$ cat config.mk
export PLATFORM = sky130hd
export DESIGN_NAME = line_pattern_size_estimator_flat
export DESIGN_NICKNAME = d
export VERILOG_FILES = /design/src/rtl/lpse_pkg.sv /design/src/rtl/lpse_if.sv /design/src/rtl/lpse_classify.sv /design/src/rtl/lpse_line_track.sv /design/src/rtl/line_pattern_size_estimator.sv /design/src/flat_wrapper.sv
export SDC_FILE = /design/constraint.sdc
export NUM_CORES = 1
export LEC_CHECK = 0
export BUFFER_PORTS_ARGS = -buffer_cell sky130_fd_sc_hd__buf_2
export CELL_PAD_IN_SITES_DETAIL_PLACEMENT = 1
export CELL_PAD_IN_SITES_GLOBAL_PLACEMENT = 2
export CORE_MARGIN = 1
export CORE_UTILIZATION = 31
export DETAILED_ROUTE_END_ITERATION = 6
export PLACE_DENSITY_LB_ADDON = 0.1
export SLEW_MARGIN = 20
export SYNTH_ARGS = -nofsm -noshare
export SYNTH_HDL_FRONTEND = slang
export SYNTH_SLANG_ARGS = --single-unit
$ cat constraint.sdc
create_clock -name clk -period 5.3 [get_ports clk]
set_input_delay 0.795 -clock clk [delete_from_list [all_inputs] [get_ports clk]]
set_output_delay 0.795 -clock clk [all_outputs]
set_load 0.05 [all_outputs]
$ cat src/rtl/lpse_pkg.sv
`timescale 1ns / 1ps
// ----------------------------------------------------------------------------
// lpse_pkg
// Shared types, constants and the class cost table for the line pattern
// size estimator.
// ----------------------------------------------------------------------------
package lpse_pkg;

  // line geometry
  localparam int WORDS_PER_LINE = 8;
  localparam int POS_W          = 4;
  localparam int WORD_W         = 32;
  localparam int SE_W           = 9;
  localparam int COST_W         = 6;
  localparam int TOTAL_W        = 10;
  localparam int CLASS_W        = 4;

  localparam logic [POS_W-1:0] LAST_POS = POS_W'(WORDS_PER_LINE - 1);

  // pattern classes in priority order
  typedef enum logic [CLASS_W-1:0] {
    CLS_ZERO       = 4'd0,
    CLS_SAME       = 4'd1,
    CLS_LOW16_ZERO = 4'd2,
    CLS_HI16_ZERO  = 4'd3,
    CLS_DELTA16    = 4'd4,
    CLS_LOW8_ZERO  = 4'd5,
    CLS_HI8_ZERO   = 4'd6,
    CLS_SE3_UP     = 4'd7,
    CLS_SE3_DOWN   = 4'd8,
    CLS_SE2_UP     = 4'd9,
    CLS_SE2_DOWN   = 4'd10,
    CLS_SE4_UP     = 4'd11,
    CLS_SE4_DOWN   = 4'd12,
    CLS_RAW        = 4'd13
  } class_t;

  // per-line status from the line tracker
  typedef struct packed {
    logic                has_prev;
    logic                last;
    logic [TOTAL_W-1:0]  total;
  } line_stat_t;

  // prefix plus data bits for each class
  function automatic logic [COST_W-1:0] class_cost(input logic [CLASS_W-1:0] cls);
    logic [COST_W-1:0] c;
    case (cls)
      CLS_ZERO, CLS_SAME:                          c = 6'd5;
      CLS_LOW16_ZERO, CLS_HI16_ZERO, CLS_DELTA16:  c = 6'd21;
      CLS_LOW8_ZERO, CLS_HI8_ZERO:                 c = 6'd28;
      CLS_SE3_UP, CLS_SE3_DOWN:                    c = 6'd29;
      CLS_SE2_UP, CLS_SE2_DOWN,
      CLS_SE4_UP, CLS_SE4_DOWN:                    c = 6'd31;
      default:                                     c = 6'd35;
    endcase
    return c;
  endfunction

endpackage

$ cat src/rtl/lpse_if.sv
`timescale 1ns / 1ps
// ----------------------------------------------------------------------------
// lpse_in_if / lpse_out_if
// Valid/ready channels for input words and per-word size results.
// ----------------------------------------------------------------------------
interface lpse_in_if;
  import lpse_pkg::*;
  logic              valid;
  logic              ready;
  logic [WORD_W-1:0] data_word;

  modport source (output valid, output data_word, input ready);
  modport sink   (input valid, input data_word, output ready);
endinterface

interface lpse_out_if;
  import lpse_pkg::*;
  logic               valid;
  logic               ready;
  logic [CLASS_W-1:0] pattern_class;
  logic [COST_W-1:0]  code_bits;
  logic [TOTAL_W-1:0] line_bits;
  logic               last_of_line;

  modport source (output valid, output pattern_class, output code_bits,
                  output line_bits, output last_of_line, input ready);
  modport sink   (input valid, input pattern_class, input code_bits,
                  input line_bits, input last_of_line, output ready);
endinterface

$ cat src/rtl/lpse_classify.sv
`timescale 1ns / 1ps
// ----------------------------------------------------------------------------
// lpse_classify
// Priority pattern match of one word against the previous word of the line.
// ----------------------------------------------------------------------------
module lpse_classify
  import lpse_pkg::*;
(
  input  logic [WORD_W-1:0]  word,
  input  logic [WORD_W-1:0]  prev,
  input  logic               has_prev,
  output logic [CLASS_W-1:0] cls,
  output logic [COST_W-1:0]  cost
);

  logic [SE_W-1:0] se_w;
  logic [SE_W-1:0] se_p;
  logic [SE_W-1:0] diff_up;
  logic [SE_W-1:0] diff_dn;
  logic            ge;
  logic            le;
  logic [15:0]     xw;

  // sign+exponent fields and their distances
  assign se_w    = {word[31], word[30:23]};
  assign se_p    = {prev[31], prev[30:23]};
  assign ge      = se_w >= se_p;
  assign le      = se_w <= se_p;
  assign diff_up = se_w - se_p;
  assign diff_dn = se_p - se_w;
  assign xw      = word[31:16] ^ prev[31:16];

  // first match wins
  always_comb begin
    class_t c;
    c = CLS_RAW;
    if (word == '0) begin
      c = CLS_ZERO;
    end else if (has_prev && word == prev) begin
      c = CLS_SAME;
    end else if (word[15:0] == '0) begin
      c = CLS_LOW16_ZERO;
    end else if (word[31:16] == '0) begin
      c = CLS_HI16_ZERO;
    end else if (has_prev && xw == '0) begin
      c = CLS_DELTA16;
    end else if (word[7:0] == '0) begin
      c = CLS_LOW8_ZERO;
    end else if (word[31:24] == '0) begin
      c = CLS_HI8_ZERO;
    end else if (has_prev) begin
      if (ge && diff_up < 9'd8) begin
        c = CLS_SE3_UP;
      end else if (le && diff_dn < 9'd8) begin
        c = CLS_SE3_DOWN;
      end else if (ge && diff_up < 9'd4) begin
        c = CLS_SE2_UP;
      end else if (le && diff_dn < 9'd4) begin
        c = CLS_SE2_DOWN;
      end else if (ge && diff_up < 9'd16) begin
        c = CLS_SE4_UP;
      end else if (le && diff_dn < 9'd16) begin
        c = CLS_SE4_DOWN;
      end
    end
    cls = c;
  end

  assign cost = class_cost(cls);

endmodule

$ cat src/rtl/lpse_line_track.sv
`timescale 1ns / 1ps
// ----------------------------------------------------------------------------
// lpse_line_track
// Previous word, position in the line and running bit total.
// ----------------------------------------------------------------------------
module lpse_line_track
  import lpse_pkg::*;
(
  input  logic              clk,
  input  logic              rst,
  input  logic              advance,
  input  logic [WORD_W-1:0] word,
  input  logic [COST_W-1:0] cost,
  output logic [WORD_W-1:0] prev_word,
  output line_stat_t        stat
);

  logic [POS_W-1:0]   word_pos;
  logic [TOTAL_W-1:0] bit_total;
  logic [TOTAL_W-1:0] bit_total_next;

  // running sum including the current word
  assign bit_total_next = bit_total + TOTAL_W'(cost);

  assign stat.has_prev = word_pos != '0;
  assign stat.last     = word_pos >= LAST_POS;
  assign stat.total    = bit_total_next;

  // state update once per word
  always_ff @(posedge clk) begin
    if (rst) begin
      prev_word <= '0;
      word_pos  <= '0;
      bit_total <= '0;
    end else if (advance) begin
      prev_word <= word;
      if (stat.last) begin
        word_pos  <= '0;
        bit_total <= '0;
      end else begin
        word_pos  <= word_pos + 1'b1;
        bit_total <= bit_total_next;
      end
    end
  end

  // position stays inside the line
  a_pos_range: assert property (@(posedge clk) disable iff (rst)
    word_pos < POS_W'(WORDS_PER_LINE))
    else $error("word position beyond line");

  // line end restarts position and total
  a_line_restart: assert property (@(posedge clk) disable iff (rst)
    advance && stat.last |=> word_pos == '0 && bit_total == '0)
    else $error("line did not restart");

  // mid-line word steps position by one
  a_pos_step: assert property (@(posedge clk) disable iff (rst)
    advance && !stat.last |=> word_pos == $past(word_pos) + 1'b1)
    else $error("position did not advance");

endmodule

$ cat src/rtl/line_pattern_size_estimator.sv
`timescale 1ns / 1ps
// ----------------------------------------------------------------------------
// line_pattern_size_estimator
// Classifies each 32-bit word of a cache line into a frequent pattern class
// and keeps a running compressed bit count for the line.
//
//   channel   dir   payload
//   in_ch     in    data_word
//   out_ch    out   pattern_class, code_bits, line_bits, last_of_line
//
// One word per cycle sustained while the sink keeps ready high; an input beat
// passes the input register, then the result register after the classifier.
// The input register can load while the result register holds, so a stalled
// sink with a full result register still lets it fill once before ready drops.
// Synchronous reset clears valid bits, previous word, position and total.
// Line state advances when a word moves from the input into the result
// register, so back-to-back words see each other.
// ----------------------------------------------------------------------------
module line_pattern_size_estimator
  import lpse_pkg::*;
(
  input  logic       clk,
  input  logic       rst,
  lpse_in_if.sink    in_ch,
  lpse_out_if.source out_ch
);

  logic               s1_valid;
  logic [WORD_W-1:0]  s1_word;
  logic               s1_go;
  logic [WORD_W-1:0]  prev_word;
  line_stat_t         stat;
  logic [CLASS_W-1:0] cls;
  logic [COST_W-1:0]  cost;

  // stage 1 moves when the result register is free or being drained
  assign s1_go       = s1_valid && (!out_ch.valid || out_ch.ready);
  assign in_ch.ready = !s1_valid || s1_go;

  // input register
  always_ff @(posedge clk) begin
    if (rst) begin
      s1_valid <= 1'b0;
    end else if (in_ch.ready) begin
      s1_valid <= in_ch.valid;
    end
  end

  always_ff @(posedge clk) begin
    if (in_ch.valid && in_ch.ready) begin
      s1_word <= in_ch.data_word;
    end
  end

  lpse_line_track u_track (
    .clk       (clk),
    .rst       (rst),
    .advance   (s1_go),
    .word      (s1_word),
    .cost      (cost),
    .prev_word (prev_word),
    .stat      (stat)
  );

  lpse_classify u_classify (
    .word     (s1_word),
    .prev     (prev_word),
    .has_prev (stat.has_prev),
    .cls      (cls),
    .cost     (cost)
  );

  // result register
  always_ff @(posedge clk) begin
    if (rst) begin
      out_ch.valid <= 1'b0;
    end else if (s1_go) begin
      out_ch.valid <= 1'b1;
    end else if (out_ch.ready) begin
      out_ch.valid <= 1'b0;
    end
  end

  always_ff @(posedge clk) begin
    if (s1_go) begin
      out_ch.pattern_class <= cls;
      out_ch.code_bits     <= cost;
      out_ch.line_bits     <= stat.total;
      out_ch.last_of_line  <= stat.last;
    end
  end

  // both stages full and sink stalled means no new beat
  a_full_stall: assert property (@(posedge clk) disable iff (rst)
    s1_valid && out_ch.valid && !out_ch.ready |-> !in_ch.ready)
    else $error("input accepted while pipeline full");

  // charged bits match the class
  a_cost_match: assert property (@(posedge clk) disable iff (rst)
    out_ch.valid |-> out_ch.code_bits == class_cost(out_ch.pattern_class))
    else $error("cost does not match class");

  // total always covers this word
  a_total_cover: assert property (@(posedge clk) disable iff (rst)
    out_ch.valid |-> out_ch.line_bits >= TOTAL_W'(out_ch.code_bits))
    else $error("line total below word cost");

endmodule
$ cat src/flat_wrapper.sv
// flat-port wrapper written by rule: the top's interface ports become plain ports
module line_pattern_size_estimator_flat import lpse_pkg::*;
  (clk, rst, in_ch_valid, in_ch_data_word, in_ch_ready, out_ch_valid, out_ch_pattern_class, out_ch_code_bits, out_ch_line_bits, out_ch_last_of_line, out_ch_ready);
  lpse_in_if in_ch_i ();
  lpse_out_if out_ch_i ();
  input  logic clk;
  input  logic rst;
  input wire logic [$bits(in_ch_i.valid)-1:0] in_ch_valid;
  input wire logic [$bits(in_ch_i.data_word)-1:0] in_ch_data_word;
  output wire logic [$bits(in_ch_i.ready)-1:0] in_ch_ready;
  output wire logic [$bits(out_ch_i.valid)-1:0] out_ch_valid;
  output wire logic [$bits(out_ch_i.pattern_class)-1:0] out_ch_pattern_class;
  output wire logic [$bits(out_ch_i.code_bits)-1:0] out_ch_code_bits;
  output wire logic [$bits(out_ch_i.line_bits)-1:0] out_ch_line_bits;
  output wire logic [$bits(out_ch_i.last_of_line)-1:0] out_ch_last_of_line;
  input wire logic [$bits(out_ch_i.ready)-1:0] out_ch_ready;
  assign in_ch_i.valid = in_ch_valid;
  assign in_ch_i.data_word = in_ch_data_word;
  assign in_ch_ready = in_ch_i.ready;
  assign out_ch_valid = out_ch_i.valid;
  assign out_ch_pattern_class = out_ch_i.pattern_class;
  assign out_ch_code_bits = out_ch_i.code_bits;
  assign out_ch_line_bits = out_ch_i.line_bits;
  assign out_ch_last_of_line = out_ch_i.last_of_line;
  assign out_ch_i.ready = out_ch_ready;
  line_pattern_size_estimator u_core (.clk(clk), .rst(rst), .in_ch(in_ch_i), .out_ch(out_ch_i));
endmodule
-- After elaboration in Yosys (flattened, before gate mapping)
Memory sizes are Yosys's and may differ from the RTL's.
Index checks and enable logic that the tools add are counted.
W data, S select, Z words.
- memories kept: 1
- output and inout port bits: 23
- input port bits: 36
- ROM bits: 96
- bits in registers: 101
- bitwise gates (word level): 1
- add/subtract/negate cells: 4
- $lt $le $gt $ge: 9
- eq/ne operators: 1
- muxes and demuxes: 18
- reductions and logical operators: 22
- memory list (name ; depth ; width ; rd ports ; clocked after Yosys merged registers in ; wr ports ; RTL line ; source):
    (no name shown) ; 16 ; 6 ; 1 ; 0 ; 0 ; lpse_pkg.sv:48 ; case (cls)
- operators by type and width (cell ; count):
    $logic_not A16 Y1 ; 3
    $mux W4 ; 10
    $eq A32 B32 Y1 ; 1
    $logic_not A32 Y1 ; 1
    $lt A9 B3 Y1 const B ; 2
    $lt A9 B4 Y1 const B ; 2
    $lt A9 B5 Y1 const B ; 2
    $sub A9 B9 Y9 ; 2
    $logic_not A8 Y1 ; 2
    $xor A16 B16 Y16 ; 1
    $mux W3 ; 4
    $add A10 B6 Y10 ; 1
    $logic_and A1 B1 Y1 ; 10
    $mux W10 ; 1
    $ge A9 B9 Y1 ; 1
    $le A9 B9 Y1 ; 1
    $add A4 B1 Y4 const B ; 1
    $ge A4 B3 Y1 const B ; 1
    $reduce_bool A4 Y1 ; 1
    $mux W1 ; 3
    $logic_not A1 Y1 ; 2
    $logic_or A1 B1 Y1 ; 2
    $reduce_bool A2 Y1 ; 1

-- Depth between registers and ports, before layout
An unclocked memory read counts as a cell.
- word-level depth: 20
- depth in mapped cells: 22

-- Modules after synthesis
Synthesis repeated with hierarchy kept, for this count alone.
- cell total of the unflattened synthesis: 482
- area, all modules: 5203.7 um^2
- modules (own cells, without submodules) (module ; cells an instance ; area each (um^2) ; times used):
    lpse_line_track ; 228 ; 2104.5 ; 1
    line_pattern_size_estimator ; 63 ; 1695.4 ; 1
    lpse_classify ; 191 ; 1403.8 ; 1

-- Least setup slack after synthesis
No wires, ideal clock.
- kind: register -> register
- start: reg u_core.s1_word[26]
- end: reg u_core.u_track.bit_total[8]
- arrival: 4.464 ns
- cell stages (with the launch flop): 22
- clock period less this slack: 4.604 ns
- path buffers: 1
- setup slack: 0.696 ns
- cells stage by stage: edfxtp_1 ha_1 buf_6 and2_4 a221oi_4 nand3_2 a221o_1 nor4_4 nand3_2 a311oi_1 ha_1 nand2_1 nor4b_1 a211oi_1 fa_1 a21o_1 a21oi_1 o21bai_1 a21o_1 nand3_1 or4_1 o311ai_0
- cells in the longest elaborated chain, start to end: 20
- elaborated cells on any way between the ends: 41
- classes of those cells: add/sub (3); order compare (8); eq/ne (1); mux (15); bitwise (1); reduce/logical (12); memory (1)
- ends and longest elaborated chain (what ; RTL line ; source):
    start, declared ; line_pattern_size_estimator.sv:29 ; logic [WORD_W-1:0] s1_word;
    start signal, assigned ; line_pattern_size_estimator.sv:51 ; s1_word <= in_ch.data_word;
    $sub A9 B9 Y9 ; lpse_classify.sv:30 ; assign diff_dn = se_p - se_w;
    $lt A9 B5 Y1 ; lpse_classify.sv:62 ; end else if (le && diff_dn < 9'd16) begin
    $logic_and A1 B1 Y1 ; lpse_classify.sv:62 ;
    $mux W1 ; lpse_classify.sv:62 ;
    $mux W3 ; lpse_classify.sv:60 ; end else if (ge && diff_up < 9'd16) begin
    $mux W3 ; lpse_classify.sv:58 ; end else if (le && diff_dn < 9'd4) begin
    $mux W3 ; lpse_classify.sv:56 ; end else if (ge && diff_up < 9'd4) begin
    $mux W3 ; lpse_classify.sv:54 ; end else if (le && diff_dn < 9'd8) begin
    [5 not listed] ; -- ;
    $mux W4 ; lpse_classify.sv:43 ; end else if (word[31:16] == '0) begin
    $mux W4 ; lpse_classify.sv:41 ; end else if (word[15:0] == '0) begin
    $mux W4 ; lpse_classify.sv:39 ; end else if (has_prev && word == prev) begin
    $mux W4 * ; lpse_classify.sv:37 ; if (word == '0) begin
    $mem_v2 Z16 W6 * ; -- ;
    via u_core.cost[1] ; line_pattern_size_estimator.sv:34 ; logic [COST_W-1:0] cost;
    $add A10 B6 Y10 * ; lpse_line_track.sv:23 ; assign bit_total_next = bit_total + TOTAL_W'(cost);
    $mux W10 * ; lpse_line_track.sv:37 ; if (stat.last) begin
    end signal, assigned ; lpse_line_track.sv:42 ; bit_total <= bit_total_next;
    end, declared ; lpse_line_track.sv:19 ; logic [TOTAL_W-1:0] bit_total;
Mark *: on every way through the listed nets, which the timed path passes. The rest lies on a longest branch.
A chain may end at the register's enable or synchronous reset.

-- Worst setup path in the final report
- start: reg u_core.s1_word[27]
- end: reg u_core.u_track.bit_total[8]
The elaborated chain is that of the path after synthesis.

==> summary.md <==
| Metric | Value |
|---|---|
| Peak VDD IR | 0.1445 mV |
| Pins over their slew limit | 0 |
| Hold depth | 2 |
| Achievable Freq | 0.2039 GHz |
| Startpoint types | flip-flop |
| Vias in the first global route | just under 4k |
| Yosys reg bits | approximately 100 |
| Final ANT Viol Nets | 0 |
| Vias | 3925 |
| Post-synth EDFFs | between 50 and 60 |
| Mapped Area | roughly 5100 um^2 |
| FP Rows | 46 |
| Root Driver | clkbuf_16 |
| Sinks on Clock Net | ~100 |
| Detailed-route DRC error count | 0 |
| Pwr dens | between 200 and 300 nW/um^2 |
| Async S/R FF share, synth | 0% |
| Clock skew | 0.009123 ns |
| Total Routing Usage GR | 15.56% |
| CORE AREA | roughly 16000 um^2 |
| Area growth syn-to-layout | 17.82% |
| GP Congestion | 0.8302 |
| CP arrival | slightly above 5 ns |
| Global-route wire length before repair | ~20000 um |
| R2r worst-path depth | 20 |
| HPWL after detailed placement | 8722 um |
| CTS Hold Buffers Added | 0 |
| Critical Path RT | 5.48 ns |
| Leak | between 2 and 2.5 nW |
| Worst Hold Class | reg -> reg |
| Top_reg_cell synth | edfxtp_1 |
| Vias per inst | between 4 and 5 |
| Worst setup margin | 0.3951 ns |
| HP Start | u_core.u_track.prev_word[31] |
| Unique masters post-synth | 60 |
| R2R Path Start | u_core.s1_word[27] |
| Layout Nets | around 650 |
| CP Capture Type | flip-flop |
| Antenna cell count | 0 |
| CTS tree | done |
| CTS HTree Levels | 3 |
| Slew @ Worst Pin | around 1.0 ns |
| Final Critical Period | 4.905 ns |
| Die width | 130.4 um |
| Syn_nets | 587 |
| Synth warn | 0 |
| Setup WS pre-CTS | -0.07670 ns |
| Total of max-cap violations | 0 |
| Post-Route WL | between 10000 and 15000 um |
| Most frequent cells in the layout | nand2_1, buf_2, a21oi_1 |
| Commonest non-fill, non-tap cell in the layout | nand2_1 |
| Fin crit share | approximately 93% |
| Initial DRC count | between 100 and 150 |
| Grt total ovfl | 0 |
| Final Power | 1.758 mW |
| Setup-failing EPs final | 0 |
| Clock transition at the registers of the reported paths | around 0.070 ns |
| Die ar. | around 17000 um^2 |
| Sequential share of the synthesized area | about half |
| Outcome | finished, final reports clean |
| Die H | 130.4 um |
| Initial Util | a little under a third |
| PortBufs | 58 |
| Worst-skew pair later-pin latency | 0.35 ns |
| Slew margin rel. | 30.47% |
| RSZ-0062 raised after global routing | false |
| Layout cell share with drive strength beyond 1 | a little under a fifth |
| Final-report hold violation count | 0 |
| Antenna violations before repair | 0 |
| FILL cells | approximately 1.9k |
| CTS buffer count | 9 |
| Drt pass-1 iters | 5 |
| Mean Syn Cell Area | just under 10 um^2 |
| Post-DR wirelength/cell | around 15 um |
| CP max FO | 7 |
| Clk buf depth | 2 |
| Critical path type | reg -> reg |
| Worst Setup SP | u_core.s1_word[27] |
| Top Ports | 59 |
| Largest net degree at the start of global routing | 60 |
| Mapped Cells | between 500 and 600 |
## logic make-up (layout without fill, tap and decap cells)
group	Yosys count	after routing	share of synthesized area (%)
compound gates	121	121	15.35
buf+inv	51	115	4.111
mux	2	2	0.4160
xor+xnor	33	33	5.654
fa+ha+maj	27	27	6.755
simple gates	189	189	17.79
flops	101	101	49.93
## sequential cells by signal (all words and copies together) (netlist names)
signal / flops
u_core.s1_valid: 1
u_core.s1_word: 32
u_core.out_ch.valid: 1
u_core.out_ch.line_bits: 10
u_core.u_track.bit_total: 10
u_core.out_ch.code_bits: 6
u_core.u_track.word_pos: 4
u_core.out_ch.last_of_line: 1
u_core.u_track.prev_word: 32
u_core.out_ch.pattern_class: 4
## critical path, stage by stage, from the launching register on
cell and delay, ns:
edfxtp_1 0.48, ha_4 0.30, and2_4 0.18, a221oi_4 0.32, nand3_2 0.09, a221o_1 0.36, nor4_4 0.31, nand3_2 0.15
a311oi_2 0.32, ha_1 0.24, nand2_1 0.08, nor4b_2 0.31, a211oi_2 0.10, fa_1 0.45, a21o_1 0.19, a21oi_2 0.17
o21bai_1 0.10, a21o_1 0.19, nand3_1 0.14, or4_1 0.13, o311ai_0 0.13
## synthesized netlist by cell type, drive strengths merged, types with 5 or more instances
cell type	number	area (um^2)
nand2	91	341.6
a21oi	55	275.3
edfxtp	53	1592
dfxtp	48	960.9
nor2	31	116.4
inv	30	112.6
xnor2	27	236.5
ha	26	325.3
clkbuf	15	56.30
nand3	14	80.08
o21ai	14	73.82
a21o	10	76.32
a22oi	8	60.06
nor4	8	65.06
o21bai	8	60.06
and2	6	43.80
and3	6	42.54
buf	6	41.28
nand2b	6	37.54
nand4	6	37.54
or4	6	45.04
xor2	6	52.55
a211oi	5	37.54
## area by class of cell
| class | count | area [um^2] | share of cell area, % |
|---|---|---|---|
| flip-flops and latches | 101 | 2552 | 42.38 |
| multi-input cells | 372 | 2446 | 40.61 |
| repair buffers | 69 | 372.9 | 6.190 |
| well taps | 216 | 270.3 | 4.487 |
| clock buffers | 11 | 232.7 | 3.864 |
| inverters | 30 | 113.9 | 1.890 |
| clock inverters | 5 | 35.03 | 0.5816 |
## routing by layer
layer / GRT usage [%] / vias to the layer above / routed length (um)
met5: 0 / - / 0
met4: 6.626 / 0 / 269
met3: 2.850 / 16 / 335
met2: 24.31 / 56 / 5592
met1: 21.12 / 1881 / 6255
li1: - / 1972 / -
## stage by stage
| stage | utilization, % | std cells | hold slack (ns) | instance area [um^2] | setup TNS, ns |
|---|---|---|---|---|---|
| after global placement | 35.22 | 785 | 0.4427 | 5635 | 0 |
| after CTS | 36.96 | 802 | 0.4586 | 5913 | 0 |
| after global routing | 37.64 | 804 | 0.4872 | 6023 | 0 |
| after floorplan | - | 524 | 0.4362 | 5112 | 0 |
| final | 37.64 | 804 | 0.4585 | 6023 | 0 |
| after detailed placement | 35.22 | 785 | 0.4491 | 5635 | -0.1102 |
## final timing paths
check	slack [ns]	to
setup / recovery	0.40	u_core.u_track.bit_total[8]
hold / removal	0.46	u_core.u_track.prev_word[31]
setup reg to reg	0.40	u_core.u_track.bit_total[8]
hold reg to reg	0.46	u_core.u_track.prev_word[31]
## where the power goes
part | switching [mW] | internal [mW]
clock | 0.294 | 0.320
sequential | 0.0276 | 0.863
combinational | 0.156 | 0.0975
total | 0.477 | 1.28
## what timing repair did
| action | CTS | global route |
|---|---|---|
| pin swaps | 1 | 1 |
| gates resized for setup | 1 | 16 |
| setup buffers | 1 | 2 |
| gates cloned | 0 | 0 |
| endpoints found under the setup margin | 7 | 11 |
(Power assumes the default switching activity.)
